==> config.mk <==
export PLATFORM = sky130hd
export DESIGN_NAME = rc_pulse_switch_demux_flat
export DESIGN_NICKNAME = d
export VERILOG_FILES = /design/src/rtl/rcpsd_pkg.sv /design/src/rtl/rcpsd_ifs.sv /design/src/rtl/rcpsd_cfg.sv /design/src/rtl/rcpsd_mix.sv /design/src/rtl/rcpsd_core.sv /design/src/rtl/rc_pulse_switch_demux.sv /design/src/flat_wrapper.sv
export SDC_FILE = /design/constraint.sdc
export NUM_CORES = 2
export LEC_CHECK = 0
export BUFFER_PORTS_ARGS = -buffer_cell sky130_fd_sc_hd__buf_2
export CORE_MARGIN = 3
export CORE_UTILIZATION = 61
export CTS_CLUSTER_DIAMETER = 200
export DETAILED_ROUTE_END_ITERATION = 7
export PLACE_DENSITY = 0.78
export SETUP_SLACK_MARGIN = 0.1
export SKIP_CTS_REPAIR_TIMING = 1
export SKIP_LAST_GASP = 1
export SYNTH_ARGS = -nofsm -noshare
export SYNTH_HDL_FRONTEND = slang
export SYNTH_SLANG_ARGS = --single-unit
export TNS_END_PERCENT = 5
==> constraint.sdc <==
create_clock -name clock -period 31.6 [get_ports clock]
set_input_delay 6.32 -clock clock [delete_from_list [all_inputs] [get_ports clock]]
set_output_delay 6.32 -clock clock [all_outputs]
set_load 0.005 [all_outputs]
==> src/rtl/rcpsd_pkg.sv <==
// rcpsd_pkg: types and constants shared by the rc pulse switch demux
// no dependencies; compile first

package rcpsd_pkg;

   localparam int PULSE_W   = 14;
   localparam int CSR_IDX_W = 3;
   localparam int SEG_W     = 12;   // signed segment width, |seg| <= 16383/11
   localparam int VAL_W     = 18;   // signed working width for mix compares

   localparam int NUM_MULT  = 16;   // thresholds 0*seg .. 15*seg

   // register indexes on the csr channel
   localparam logic [CSR_IDX_W-1:0] REG_DEMUX_MODE     = 3'd0;
   localparam logic [CSR_IDX_W-1:0] REG_AUTOPILOT_AVAIL = 3'd1;
   localparam logic [CSR_IDX_W-1:0] REG_SWITCH_THRESH  = 3'd2;
   localparam logic [CSR_IDX_W-1:0] REG_PULSE_MIN      = 3'd3;
   localparam logic [CSR_IDX_W-1:0] REG_PULSE_MAX      = 3'd4;

   typedef enum logic [1:0] {
      MODE_TWO_POS   = 2'd0,
      MODE_THREE_POS = 2'd1,
      MODE_MIX_223   = 2'd2,
      MODE_MIX_224   = 2'd3
   } mode_type;

   localparam logic [PULSE_W-1:0] LOW_LIMIT       = 14'd1300;
   localparam logic [PULSE_W-1:0] HIGH_LIMIT      = 14'd1700;
   localparam logic [PULSE_W:0]   FAILSAFE_MARGIN = 15'd100;

   localparam int SEGS_223 = 12;
   localparam int SEGS_224 = 16;

   // reciprocal multiply for span / (segs - 1), exact for |span| < 2**14
   localparam int SHIFT_223 = 21;
   localparam int SHIFT_224 = 22;
   localparam int RECIP_223 = (2 ** SHIFT_223) / (SEGS_223 - 1) + 1;
   localparam int RECIP_224 = (2 ** SHIFT_224) / (SEGS_224 - 1) + 1;

   localparam logic [PULSE_W-1:0] RST_SWITCH_THRESH = 14'd1500;
   localparam logic [PULSE_W-1:0] RST_PULSE_MIN     = 14'd1000;
   localparam logic [PULSE_W-1:0] RST_PULSE_MAX     = 14'd2000;
   localparam int RST_SEG_223 = (2000 - 1000) / (SEGS_223 - 1);
   localparam int RST_SEG_224 = (2000 - 1000) / (SEGS_224 - 1);

   typedef struct packed {
      mode_type                 demux_mode;
      logic                     autopilot_available;
      logic [PULSE_W-1:0]       switch_threshold;
      logic [PULSE_W-1:0]       pulse_min;
      logic [PULSE_W-1:0]       pulse_max;
      logic signed [SEG_W-1:0]  seg_223;
      logic signed [SEG_W-1:0]  seg_224;
   } cfg_type;

   typedef struct packed {
      logic       a_223;
      logic       b_223;
      logic [1:0] c_223;
      logic       a_224;
      logic       b_224;
      logic       c_224;
      logic       d_224;
   } mix_type;

   typedef struct packed {
      logic       route_select;
      logic       autopilot_request;
      logic [1:0] hud_number;
      logic       camera_select;
      logic       menu_enter;
      logic       menu_next;
      logic       failsafe_flag;
   } result_type;

endpackage

==> src/rtl/rcpsd_ifs.sv <==
// rcpsd channel interfaces: pulse input, decoded result, csr write
// depends on rcpsd_pkg

interface rcpsd_req_if;
   import rcpsd_pkg::*;
   logic               valid;
   logic               ready;
   logic [PULSE_W-1:0] pulse_width;
   logic [PULSE_W-1:0] tail_pulse_width;
   modport source (output valid, pulse_width, tail_pulse_width, input ready);
   modport sink   (input valid, pulse_width, tail_pulse_width, output ready);
endinterface

interface rcpsd_rsp_if;
   logic       valid;
   logic       ready;
   logic       route_select;
   logic       autopilot_request;
   logic [1:0] hud_number;
   logic       camera_select;
   logic       menu_enter;
   logic       menu_next;
   logic       failsafe_flag;
   modport source (output valid, route_select, autopilot_request, hud_number,
                   camera_select, menu_enter, menu_next, failsafe_flag, input ready);
   modport sink   (input valid, route_select, autopilot_request, hud_number,
                   camera_select, menu_enter, menu_next, failsafe_flag, output ready);
endinterface

interface rcpsd_csr_if;
   import rcpsd_pkg::*;
   logic                 valid;
   logic                 ready;
   logic [CSR_IDX_W-1:0] index;
   logic [PULSE_W-1:0]   data;
   modport source (output valid, index, data, input ready);
   modport sink   (input valid, index, data, output ready);
endinterface

==> src/rtl/rcpsd_cfg.sv <==
// rcpsd_cfg: configuration registers and segment width derivation
// depends on rcpsd_pkg and rcpsd_csr_if

module rcpsd_cfg (
   input  logic               clock,
   input  logic               reset,
   rcpsd_csr_if.sink          csr_chan,
   output rcpsd_pkg::cfg_type cfg
);
   import rcpsd_pkg::*;

   cfg_type cfg_ff, cfg_in;

   logic [PULSE_W-1:0]      new_min, new_max;
   logic signed [PULSE_W:0] span;
   logic [PULSE_W-1:0]      mag;
   logic [63:0]             prod_223, prod_224;
   logic [SEG_W-1:0]        quot_223, quot_224;

   assign csr_chan.ready = 1'b1;
   assign cfg = cfg_ff;

   // segment width from the calibration as it stands after this write
   always_comb begin
      new_min = (csr_chan.valid && csr_chan.index == REG_PULSE_MIN) ?
                csr_chan.data : cfg_ff.pulse_min;
      new_max = (csr_chan.valid && csr_chan.index == REG_PULSE_MAX) ?
                csr_chan.data : cfg_ff.pulse_max;
      span = $signed({1'b0, new_max}) - $signed({1'b0, new_min});
      mag  = span[PULSE_W] ? PULSE_W'(-span) : span[PULSE_W-1:0];
      prod_223 = 64'(mag) * 64'(RECIP_223);
      prod_224 = 64'(mag) * 64'(RECIP_224);
      quot_223 = SEG_W'(prod_223 >> SHIFT_223);
      quot_224 = SEG_W'(prod_224 >> SHIFT_224);
   end

   always_comb begin
      cfg_in = cfg_ff;
      if (csr_chan.valid) begin
         unique case (csr_chan.index)
            REG_DEMUX_MODE:      cfg_in.demux_mode = mode_type'(csr_chan.data[1:0]);
            REG_AUTOPILOT_AVAIL: cfg_in.autopilot_available = csr_chan.data[0];
            REG_SWITCH_THRESH:   cfg_in.switch_threshold = csr_chan.data;
            REG_PULSE_MIN:       cfg_in.pulse_min = csr_chan.data;
            REG_PULSE_MAX:       cfg_in.pulse_max = csr_chan.data;
            default:             cfg_in = cfg_ff;
         endcase
         // truncation toward zero: negate the magnitude quotient
         cfg_in.seg_223 = span[PULSE_W] ? -$signed(quot_223) : $signed(quot_223);
         cfg_in.seg_224 = span[PULSE_W] ? -$signed(quot_224) : $signed(quot_224);
      end
   end

   always_ff @(posedge clock) begin
      if (reset) begin
         cfg_ff.demux_mode          <= MODE_TWO_POS;
         cfg_ff.autopilot_available <= 1'b0;
         cfg_ff.switch_threshold    <= RST_SWITCH_THRESH;
         cfg_ff.pulse_min           <= RST_PULSE_MIN;
         cfg_ff.pulse_max           <= RST_PULSE_MAX;
         cfg_ff.seg_223             <= SEG_W'(RST_SEG_223);
         cfg_ff.seg_224             <= SEG_W'(RST_SEG_224);
      end else begin
         cfg_ff <= cfg_in;
      end
   end

endmodule

==> src/rtl/rcpsd_mix.sv <==
// rcpsd_mix: splits a multiplexed pulse into its 2x2x3 and 2x2x4 fields
// depends on rcpsd_pkg; purely combinational

module rcpsd_mix (
   input  logic [rcpsd_pkg::PULSE_W-1:0]      pulse_width,
   input  logic [rcpsd_pkg::PULSE_W-1:0]      pulse_min,
   input  logic signed [rcpsd_pkg::SEG_W-1:0] seg_223,
   input  logic signed [rcpsd_pkg::SEG_W-1:0] seg_224,
   output rcpsd_pkg::mix_type                 mix
);
   import rcpsd_pkg::*;

   logic signed [VAL_W-1:0] r3, r4, half3, half4, v3, v4;
   logic [NUM_MULT-1:0]     gt3, gt4;
   logic [3:0]              base3;

   // half the segment, truncated toward zero
   always_comb begin
      r3 = VAL_W'(seg_223);
      r4 = VAL_W'(seg_224);
      half3 = (r3 + $signed(VAL_W'(r3 < 0))) >>> 1;
      half4 = (r4 + $signed(VAL_W'(r4 < 0))) >>> 1;
      v3 = $signed(VAL_W'(pulse_width)) - $signed(VAL_W'(pulse_min)) + half3;
      v4 = $signed(VAL_W'(pulse_width)) - $signed(VAL_W'(pulse_min)) + half4;
   end

   // every threshold compare in parallel, the fields then pick among them
   always_comb begin
      logic signed [VAL_W-1:0] kk;
      for (int k = 0; k < NUM_MULT; k++) begin
         kk = VAL_W'(k);
         gt3[k] = v3 > r3 * kk;
         gt4[k] = v4 > r4 * kk;
      end
   end

   always_comb begin
      mix.a_223 = gt3[6];
      mix.b_223 = mix.a_223 ? gt3[9] : gt3[3];
      base3 = (mix.a_223 ? 4'd6 : 4'd0) + (mix.b_223 ? 4'd3 : 4'd0);
      if (gt3[base3 + 4'd2])
         mix.c_223 = 2'd2;
      else if (gt3[base3 + 4'd1])
         mix.c_223 = 2'd1;
      else
         mix.c_223 = 2'd0;

      mix.a_224 = gt4[8];
      mix.b_224 = gt4[{mix.a_224, 3'b100}];
      mix.c_224 = gt4[{mix.a_224, mix.b_224, 2'b10}];
      mix.d_224 = gt4[{mix.a_224, mix.b_224, mix.c_224, 1'b1}];
   end

endmodule

==> src/rtl/rcpsd_core.sv <==
// rcpsd_core: input register, per-mode switch state, decode and result register
// depends on rcpsd_pkg, rcpsd_ifs and rcpsd_mix

module rcpsd_core (
   input  logic               clock,
   input  logic               reset,
   input  rcpsd_pkg::cfg_type cfg,
   rcpsd_req_if.sink          req_chan,
   rcpsd_rsp_if.source        rsp_chan
);
   import rcpsd_pkg::*;

   localparam logic [1:0] POS_LOW  = 2'd0;
   localparam logic [1:0] POS_MID  = 2'd1;
   localparam logic [1:0] POS_HIGH = 2'd2;

   logic               in_valid_ff, in_valid_in;
   logic [PULSE_W-1:0] pw_ff, pw_in, tail_ff, tail_in;
   logic               rsp_valid_ff, rsp_valid_in;
   result_type         res_ff, res_in;
   logic               advance;

   logic       two_pos_last_ff, two_pos_last_in;
   logic [1:0] two_pos_count_ff, two_pos_count_in;
   logic [1:0] three_pos_last_ff, three_pos_last_in;
   logic       three_pos_route_ff, three_pos_route_in;
   logic [1:0] three_pos_hud_ff, three_pos_hud_in;
   logic       mix_last_bit_ff, mix_last_bit_in;
   logic [1:0] mix_hud_ff, mix_hud_in;
   logic       camera_hold_ff, camera_hold_in;

   mix_type mix;
   logic    on, rise, avail;

   rcpsd_mix u_mix (
      .pulse_width (pw_ff),
      .pulse_min   (cfg.pulse_min),
      .seg_223     (cfg.seg_223),
      .seg_224     (cfg.seg_224),
      .mix         (mix)
   );

   // the result register frees the input register when it drains or is empty
   assign advance        = in_valid_ff && (!rsp_valid_ff || rsp_chan.ready);
   assign req_chan.ready = !in_valid_ff || advance;

   always_comb begin
      in_valid_in = in_valid_ff;
      pw_in       = pw_ff;
      tail_in     = tail_ff;
      if (req_chan.valid && req_chan.ready) begin
         in_valid_in = 1'b1;
         pw_in       = req_chan.pulse_width;
         tail_in     = req_chan.tail_pulse_width;
      end else if (advance) begin
         in_valid_in = 1'b0;
      end
      rsp_valid_in = advance ? 1'b1 : (rsp_chan.ready ? 1'b0 : rsp_valid_ff);
   end

   always_comb begin
      two_pos_last_in    = two_pos_last_ff;
      two_pos_count_in   = two_pos_count_ff;
      three_pos_last_in  = three_pos_last_ff;
      three_pos_route_in = three_pos_route_ff;
      three_pos_hud_in   = three_pos_hud_ff;
      mix_last_bit_in    = mix_last_bit_ff;
      mix_hud_in         = mix_hud_ff;
      camera_hold_in     = camera_hold_ff;
      res_in             = '0;

      avail = cfg.autopilot_available;
      on    = pw_ff > cfg.switch_threshold;
      rise  = on && !two_pos_last_ff;

      unique case (cfg.demux_mode)
         MODE_TWO_POS: begin
            two_pos_last_in  = on;
            res_in.menu_enter = on;
            res_in.menu_next  = tail_ff > cfg.switch_threshold;
            if (avail) begin
               if (rise)
                  two_pos_count_in = {1'b0, ~two_pos_count_ff[0]};
               res_in.route_select      = two_pos_count_in[0];
               res_in.autopilot_request = on;
               res_in.hud_number        = 2'd1;
            end else begin
               if (rise)
                  two_pos_count_in = two_pos_count_ff + 2'd1;
               res_in.route_select = on;
               res_in.hud_number   = two_pos_count_in;
            end
         end
         MODE_THREE_POS: begin
            if (pw_ff < LOW_LIMIT) begin
               if (three_pos_last_ff != POS_LOW)
                  three_pos_route_in = ~three_pos_route_ff;
               three_pos_last_in = POS_LOW;
               res_in.menu_enter = 1'b1;
            end else if (pw_ff < HIGH_LIMIT) begin
               three_pos_last_in = POS_MID;
            end else begin
               if (three_pos_last_ff != POS_HIGH)
                  three_pos_hud_in = three_pos_hud_ff + 2'd1;
               three_pos_last_in = POS_HIGH;
               res_in.menu_next  = 1'b1;
            end
            res_in.route_select      = three_pos_route_in;
            res_in.hud_number        = three_pos_hud_in;
            res_in.autopilot_request = avail && (three_pos_last_in != POS_MID);
         end
         MODE_MIX_223: begin
            res_in.route_select = mix.a_223;
            if (avail) begin
               res_in.autopilot_request = mix.b_223;
               res_in.hud_number        = mix.c_223 + 2'd1;
            end else begin
               res_in.hud_number = mix.b_223 ? mix.c_223 + 2'd1 : 2'd0;
            end
            res_in.menu_enter = mix.c_223 == 2'd2;
            res_in.menu_next  = mix.c_223 == 2'd0;
         end
         MODE_MIX_224: begin
            if (mix_last_bit_ff != mix.d_224) begin
               mix_hud_in      = mix_hud_ff + 2'd1;
               mix_last_bit_in = mix.d_224;
            end
            camera_hold_in           = mix.c_224;
            res_in.route_select      = mix.a_224;
            res_in.hud_number        = mix_hud_in;
            res_in.autopilot_request = avail && mix.b_224;
            res_in.menu_enter        = mix.a_224;
            res_in.menu_next         = mix.b_224;
         end
         default: res_in = '0;
      endcase

      res_in.camera_select = camera_hold_in;
      res_in.failsafe_flag = {1'b0, pw_ff} > ({1'b0, cfg.pulse_max} + FAILSAFE_MARGIN);
   end

   always_ff @(posedge clock) begin
      if (reset) begin
         in_valid_ff        <= 1'b0;
         rsp_valid_ff       <= 1'b0;
         two_pos_last_ff    <= 1'b0;
         two_pos_count_ff   <= 2'd0;
         three_pos_last_ff  <= POS_LOW;
         three_pos_route_ff <= 1'b0;
         three_pos_hud_ff   <= 2'd0;
         mix_last_bit_ff    <= 1'b0;
         mix_hud_ff         <= 2'd0;
         camera_hold_ff     <= 1'b0;
      end else begin
         in_valid_ff  <= in_valid_in;
         rsp_valid_ff <= rsp_valid_in;
         if (advance) begin
            two_pos_last_ff    <= two_pos_last_in;
            two_pos_count_ff   <= two_pos_count_in;
            three_pos_last_ff  <= three_pos_last_in;
            three_pos_route_ff <= three_pos_route_in;
            three_pos_hud_ff   <= three_pos_hud_in;
            mix_last_bit_ff    <= mix_last_bit_in;
            mix_hud_ff         <= mix_hud_in;
            camera_hold_ff     <= camera_hold_in;
         end
      end
   end

   always_ff @(posedge clock) begin
      pw_ff   <= pw_in;
      tail_ff <= tail_in;
      if (advance)
         res_ff <= res_in;
   end

   assign rsp_chan.valid             = rsp_valid_ff;
   assign rsp_chan.route_select      = res_ff.route_select;
   assign rsp_chan.autopilot_request = res_ff.autopilot_request;
   assign rsp_chan.hud_number        = res_ff.hud_number;
   assign rsp_chan.camera_select     = res_ff.camera_select;
   assign rsp_chan.menu_enter        = res_ff.menu_enter;
   assign rsp_chan.menu_next         = res_ff.menu_next;
   assign rsp_chan.failsafe_flag     = res_ff.failsafe_flag;

endmodule

==> src/rtl/rc_pulse_switch_demux.sv <==
// rc_pulse_switch_demux: top level of the rc pulse switch decoder
// depends on rcpsd_pkg, rcpsd_ifs, rcpsd_cfg and rcpsd_core
//
//   channel    direction  handshake     payload
//   req_chan   in         valid/ready   pulse_width, tail_pulse_width
//   rsp_chan   out        valid/ready   route_select .. failsafe_flag
//   csr_chan   in         valid/ready   index, data (always ready)
//
// an item is registered on accept in the input register and decoded into the
// result register, which drives rsp_chan, once that register is empty or
// drains; one item per cycle sustained while rsp_chan is ready. the input
// register refills in the same cycle that its item moves into the result
// register, so a stalled rsp_chan holds at most two items before req_chan
// drops ready. reset clears the valid flags, the switch state and loads the
// register defaults.

module rc_pulse_switch_demux (
   input  logic        clock,
   input  logic        reset,
   rcpsd_req_if.sink   req_chan,
   rcpsd_rsp_if.source rsp_chan,
   rcpsd_csr_if.sink   csr_chan
);
   import rcpsd_pkg::*;

   cfg_type cfg;

   rcpsd_cfg u_cfg (
      .clock    (clock),
      .reset    (reset),
      .csr_chan (csr_chan),
      .cfg      (cfg)
   );

   rcpsd_core u_core (
      .clock    (clock),
      .reset    (reset),
      .cfg      (cfg),
      .req_chan (req_chan),
      .rsp_chan (rsp_chan)
   );

endmodule
==> src/flat_wrapper.sv <==
// flat-port wrapper written by rule: the top's interface ports become plain ports
module rc_pulse_switch_demux_flat import rcpsd_pkg::*;
  (clock, reset, req_chan_valid, req_chan_pulse_width, req_chan_tail_pulse_width, req_chan_ready, rsp_chan_valid, rsp_chan_route_select, rsp_chan_autopilot_request, rsp_chan_hud_number, rsp_chan_camera_select, rsp_chan_menu_enter, rsp_chan_menu_next, rsp_chan_failsafe_flag, rsp_chan_ready, csr_chan_valid, csr_chan_index, csr_chan_data, csr_chan_ready);
  rcpsd_req_if req_chan_i ();
  rcpsd_rsp_if rsp_chan_i ();
  rcpsd_csr_if csr_chan_i ();
  input  logic clock;
  input  logic reset;
  input wire logic [$bits(req_chan_i.valid)-1:0] req_chan_valid;
  input wire logic [$bits(req_chan_i.pulse_width)-1:0] req_chan_pulse_width;
  input wire logic [$bits(req_chan_i.tail_pulse_width)-1:0] req_chan_tail_pulse_width;
  output wire logic [$bits(req_chan_i.ready)-1:0] req_chan_ready;
  output wire logic [$bits(rsp_chan_i.valid)-1:0] rsp_chan_valid;
  output wire logic [$bits(rsp_chan_i.route_select)-1:0] rsp_chan_route_select;
  output wire logic [$bits(rsp_chan_i.autopilot_request)-1:0] rsp_chan_autopilot_request;
  output wire logic [$bits(rsp_chan_i.hud_number)-1:0] rsp_chan_hud_number;
  output wire logic [$bits(rsp_chan_i.camera_select)-1:0] rsp_chan_camera_select;
  output wire logic [$bits(rsp_chan_i.menu_enter)-1:0] rsp_chan_menu_enter;
  output wire logic [$bits(rsp_chan_i.menu_next)-1:0] rsp_chan_menu_next;
  output wire logic [$bits(rsp_chan_i.failsafe_flag)-1:0] rsp_chan_failsafe_flag;
  input wire logic [$bits(rsp_chan_i.ready)-1:0] rsp_chan_ready;
  input wire logic [$bits(csr_chan_i.valid)-1:0] csr_chan_valid;
  input wire logic [$bits(csr_chan_i.index)-1:0] csr_chan_index;
  input wire logic [$bits(csr_chan_i.data)-1:0] csr_chan_data;
  output wire logic [$bits(csr_chan_i.ready)-1:0] csr_chan_ready;
  assign req_chan_i.valid = req_chan_valid;
  assign req_chan_i.pulse_width = req_chan_pulse_width;
  assign req_chan_i.tail_pulse_width = req_chan_tail_pulse_width;
  assign req_chan_ready = req_chan_i.ready;
  assign rsp_chan_valid = rsp_chan_i.valid;
  assign rsp_chan_route_select = rsp_chan_i.route_select;
  assign rsp_chan_autopilot_request = rsp_chan_i.autopilot_request;
  assign rsp_chan_hud_number = rsp_chan_i.hud_number;
  assign rsp_chan_camera_select = rsp_chan_i.camera_select;
  assign rsp_chan_menu_enter = rsp_chan_i.menu_enter;
  assign rsp_chan_menu_next = rsp_chan_i.menu_next;
  assign rsp_chan_failsafe_flag = rsp_chan_i.failsafe_flag;
  assign rsp_chan_i.ready = rsp_chan_ready;
  assign csr_chan_i.valid = csr_chan_valid;
  assign csr_chan_i.index = csr_chan_index;
  assign csr_chan_i.data = csr_chan_data;
  assign csr_chan_ready = csr_chan_i.ready;
  rc_pulse_switch_demux u_core (.clock(clock), .reset(reset), .req_chan(req_chan_i), .rsp_chan(rsp_chan_i), .csr_chan(csr_chan_i));
endmodule
# After elaboration in Yosys (flattened, before gate mapping)
# Cells that the tools add are included.
# classes
n_reduce_logical	28
eq_ne	12
bitwise_logic	2
multipliers	24
muxes	48
order_cmp	43
addsub	17
# ops
cell	n
greater-than comparator 18 bit	22
multiplier 12 x 5 -> 17 bit (second input constant)	8
multiplier 12 x 4 -> 16 bit (second input constant)	8
multiplier 12 x 3 -> 15 bit (second input constant)	6
two-way mux 14 bit	3
greater-than comparator 18 x 12 -> 1 bit	2
greater-than comparator 18 x 13 -> 1 bit	2
greater-than comparator 18 x 14 -> 1 bit	2
greater-than comparator 18 x 15 -> 1 bit	2
multiplier 14 x 19 -> 33 bit (second input constant)	1
adder 15 x 12 -> 16 bit	2
multiplier 14 x 18 -> 32 bit (second input constant)	1
two-way mux 2 bit	15
subtractor 14 x 14 -> 15 bit	2
greater-than comparator 14 bit	2
less-than comparator 14 x 11 -> 1 bit (second input constant)	2
adder 12 x 2 -> 13 bit	2
less-than comparator 4 x 5 -> 1 bit (second input constant)	5
less-than comparator 12 x 1 -> 1 bit (second input constant)	2
two-way mux 12 bit	2
negator 11 -> 12 bit	2
two-way mux 1 bit	21
greater-than comparator 18 x 1 -> 1 bit (second input constant)	1
case mux 4 bit (4 select lines)	1
other kinds (29)	58
# totals
output_inout_bits	11
wordCells	201
regBits	119
input_bits	50

# Depth between registers and ports, before layout
# depth
word_depth	16
depth_mapped	43
ltp_nobuf	41

# Hierarchy
# Synthesis repeated with hierarchy kept, for this count alone.
# hier_totals
cells_unflattened	4041
hier_area_um2	33962.6
# modules_own_cells
mod	area_each_um2	seq_area_each_um2	instances	cells_per_inst
rcpsd_mix	19129.6	0.0	1	2391
rcpsd_cfg	11476.0	1381.3	1	1316
rcpsd_core	3357.0	1361.3	1	334

# Worst setup path before layout
# OpenSTA, ideal clock, no wires.
# synth_path
path_kind	input to register
from	input csr_chan_valid
to	register, netlist name u_core.u_cfg.cfg[21]
stages	38
n_path_buf	1
arrival_ps	16404
setup_time_ps	86
path_slack_ps	15110
required_ps	31514
path_cell_list	inv_1 -> nor4b_1 -> clkbuf_1 -> mux2i_1 -> ha_1 -> fa_1 -> nand2b_1 -> a21oi_1 -> o22ai_1 -> xor2_1 -> nand2_1 -> or4_4 -> o21ai_0 -> xor2_1 -> inv_1 -> ha_1 -> inv_1 -> fa_1 -> [2 not listed] -> inv_1 -> fa_1 -> inv_1 -> fa_1 -> inv_1 -> fa_1 -> inv_1 -> ha_1 -> a21o_1 -> or2_2 -> a22oi_1 -> a21oi_1 -> a311o_1 -> xor2_1 -> or4_1 -> o41a_1 -> xor2_1 -> a211oi_1
# synth_via
elab_chain_cells	8
word_cells_on_any_way	10
cone_classes	add/sub (3); mul (1); mux (4); reduce/logical (2)
# synth_lines
element	line	text
start: declaration	flat_wrapper.sv:22	input wire logic [$bits(csr_chan_i.valid)-1:0] csr_chan_valid;
logical AND 1 bit, on equally long branches	rcpsd_cfg.sv:27, rcpsd_cfg.sv:25	
two-way mux 14 bit, on equally long branches	rcpsd_cfg.sv:27, rcpsd_cfg.sv:25	
subtractor 14 x 14 -> 15 bit	rcpsd_cfg.sv:29	span = $signed({1'b0, new_max}) - $signed({1'b0, new_min});
negator 14 bit	rcpsd_cfg.sv:30	mag = span[PULSE_W] ? PULSE_W'(-span) : span[PULSE_W-1:0];
two-way mux 14 bit	rcpsd_cfg.sv:30	
multiplier 14 x 18 -> 32 bit	rcpsd_cfg.sv:31	prod_223 = 64'(mag) * 64'(RECIP_223);
negator 11 -> 12 bit	rcpsd_cfg.sv:49	cfg_in.seg_223 = span[PULSE_W] ? -$signed(quot_223) : $signed(quot_223);
two-way mux 12 bit	rcpsd_cfg.sv:49	
# Parallel ways exist; a longest one is shown, timed or not.
# A chain may end at the register's enable or synchronous reset.

# Final worst setup path
# layout_path
from	input csr_chan_valid
to	register, netlist name u_core.u_cfg.cfg[21]
# layout_via
elab_chain_cells	8
word_cells_on_any_way	10
cone_classes	add/sub (3); mul (1); mux (4); reduce/logical (2)
# layout_lines
element	line
logical AND 1 bit, on equally long branches	rcpsd_cfg.sv:27, rcpsd_cfg.sv:25
two-way mux 14 bit, on equally long branches	rcpsd_cfg.sv:27, rcpsd_cfg.sv:25
subtractor 14 x 14 -> 15 bit	rcpsd_cfg.sv:29
negator 14 bit	rcpsd_cfg.sv:30
two-way mux 14 bit	rcpsd_cfg.sv:30
multiplier 14 x 18 -> 32 bit	rcpsd_cfg.sv:31
negator 11 -> 12 bit	rcpsd_cfg.sv:49
two-way mux 12 bit	rcpsd_cfg.sv:49
# Parallel ways exist; a longest one is shown, timed or not.

==> metrics.cfg <==
[place]
gp_congestion=0.972
dp_hpwl_um=74400
io_buffers=59

[detailed_routing]
wl_um=91500
wl_met2_um=40900
viasPerCell=6.11
ant_nets=0
avgRoutedWirePerCell_um=19.5
wl_met1_um=41000
vias=28700
met3_length_um=6350
drt-initial-drc-count=2139
first_pass_iters=6
route.detailed.drc=0
routed.top_layer=met4

[yosys]
ys_warn_count=0
syn_area_per_cell_um2=8.35
synth_edf_count=36
synth-seq-cells=119
synthDistinctLibCells=91
syn_area_um2=32800
ys.flop_type=dfxtp_1
netlist_instances=3928
synthesis.nets=5014
yosysSeqAreaShare_pct=8.36
async_reset_ff_share_pct=0

[critical_path]
r2r-end=u_core.u_cfg.cfg[21]
ff2ff_path_depth=33
crit_slowest_cell=and2_0
cp_max_fo=39
crit_buf_inv=8
criticalPathCategory=in2reg
path_common_cell=inv_1
endpoint_kind=flop
r2r_slack_ns=21.26
crit_family=adder cells
reg2reg_from=u_core.u_cfg.cfg[38]
cp.required_ns=31.93
cp.arrival_ns=17.85
startpoint_type=input pin
slowest_delay_ns=0.85

[cts]
cts_buffer_depth=2
numCtsBuffers=17
path_clk_slew_ns=0.06
cts-root-buf=clkbuf_16
cts.sinks=119
htree_levels=4
clock_latency_ns=0.43
cts_tree=built

[die]
ioPinCount=61
die_y_um=238
die_x_um=238
initial_core_util_pct=62.1
fp.dieArea_um2=56600
fp.coreArea_um2=52900
row_count=84

[layout]
layout_common_cells=ha_1, inv_1, a21oi_1
drive_gt1_share_pct=5.13
final_nets=5087
area_growth_pct=6.06
n_fill_cell=4455
final_common_cell=ha_1
fin_util_pct=65.8
regArea_um2=2740
multiInputGateArea_um2=27700

[flow_run]
maxCapViolCount=0

[global_route]
grt_start_max_net_pins=57
antenna_found_initial=1
grt_pass1_vias=28000
grt-ovfl-total=0
grt.total_usage_pct=31.8
grt_pass1_wl_um=145000

[sta]
timing.fmax_mhz=57.1
period_minus_slack_ns=17.53
setup-tns-final_ns=0
drv_slew=0
period_share_pct=55.5
rsz0062_at_grt=false
slew_headroom_pct=26.9
hold_violations=0
worst_slew_pin_slew_ns=1.09
skew_ns=0.0103
setup_violations=0

[min_path]
worstHoldPathType=reg2reg
hold_path_depth=2
min_from=u_core.u_core.three_pos_last_ff[0]
hold_end=u_core.u_core.three_pos_last_ff[0]

[run_status]
status=finished clean

[Yosys cell counts (all sizes together) (8+ instances only)]
master / number / area share, %
edfxtp: 36 / 3.3
o21a: 41 / 0.94
nor2: 196 / 2.2
a21o: 118 / 2.7
dfxtp: 83 / 5.1
o311ai: 9 / 0.24
o211ai: 37 / 0.85
or3: 22 / 0.42
or2: 17 / 0.32
a21oi: 281 / 4.3
mux2i: 32 / 0.98
fa: 185 / 11
nand4: 71 / 1.4
nor4: 18 / 0.43
nand2: 176 / 2.0
and2: 25 / 0.48
nand2b: 63 / 1.2
mux2: 20 / 0.69
and4: 8 / 0.21
o31a: 10 / 0.27
o21bai: 25 / 0.57
and3: 29 / 0.55
nor3: 61 / 0.93
a21boi: 17 / 0.39
inv: 610 / 7.0
o31ai: 23 / 0.53
o21ai: 210 / 3.2
a2111oi: 15 / 0.46
nor2b: 70 / 1.4
clkbuf: 37 / 0.42
ha: 851 / 32
buf: 12 / 0.16
nand3: 90 / 1.4
a211oi: 41 / 0.94
xnor2: 176 / 4.7
a31oi: 27 / 0.51
o41ai: 9 / 0.32
xor2: 80 / 2.2
or4: 9 / 0.22
[layer usage]
metal / vias up / GRT usage, %
met2: 969 / 52.4
met3: 231 / 3.94
met4: 0 / 10.4
met5: - / 0
met1: 13500 / 43.6
li1: 14000 / -
[cell type report]
class / instances / area share, %
multi-input combinational: 3150 / 79.5
sequential: 119 / 7.88
inverter: 610 / 6.59
tap: 688 / 2.47
timing repair buffer: 103 / 1.80
clock buffer: 17 / 1.22
clock inverter: 15 / 0.572
antenna: 1 / 0.00719
[through the flow]
step	worst slack [ns]	instance area (um2)	cells	hold slack, ns
global route	13.33	34800	4703	0.534
global placement	14.01	34200	4670	0.482
floorplan	15.11	32800	3928	0.463
detailed placement	13.85	34200	4670	0.481
finish	14.07	34800	4703	0.500
CTS	14.17	34800	4702	0.496
[sequential cells by signal, summed over array words and instances (netlist names), 2 cells and up]
name / flops
u_core.u_core.mix_hud_ff: 2
u_core.u_core.rsp_chan.hud_number: 2
u_core.u_core.two_pos_count_ff: 2
u_core.u_core.pw_ff: 14
u_core.u_core.three_pos_last_ff: 2
u_core.u_core.three_pos_hud_ff: 2
u_core.u_cfg.cfg: 69
u_core.u_core.tail_ff: 14
[cell families after synthesis]
group	Yosys count	share of synthesized area, %
buffers and inverters	659	7.56
flip-flops	119	8.36
AND/OR/NAND/NOR	873	13.6
AO/OA/AOI/OAI	930	18.1
adder cells (fa/ha/maj)	1036	43.7
other	1	0.0114
XOR/XNOR	257	6.95
multiplexers	53	1.73
[worst register-to-register path: cells and delay by family, from the launching register on]
| kind | cells | cell delay, ns |
|---|---|---|
| adders and majority gates | 8 | 3.38 |
| AOI/OAI and AO/OA | 10 | 2.61 |
| and+or+nand+nor | 5 | 2.04 |
| xor gates and xnor gates | 4 | 1.34 |
| DFF | 1 | 0.43 |
| buffers and inverters | 5 | 0.24 |
| muxes | 1 | 0.21 |
[worst max-delay path by stage]
stage	to	slack (ns)	depth (start not counted)	start
6_report	u_core.u_cfg.cfg[21]	14.07	36	csr_chan_valid
5_1_grt	u_core.u_cfg.cfg[21]	13.33	36	csr_chan_valid
4_1_cts	u_core.u_cfg.cfg[21]	14.17	38	csr_chan_valid
3_5_place_dp	u_core.u_cfg.cfg[21]	13.85	38	csr_chan_valid
3_3_place_gp	u_core.u_cfg.cfg[21]	14.01	38	csr_chan_valid
2_1_floorplan	u_core.u_cfg.cfg[21]	15.11	38	csr_chan_valid
Power is not shown: default switching activity piles up to over one toggle a cycle in this logic, so the estimate is an artifact.
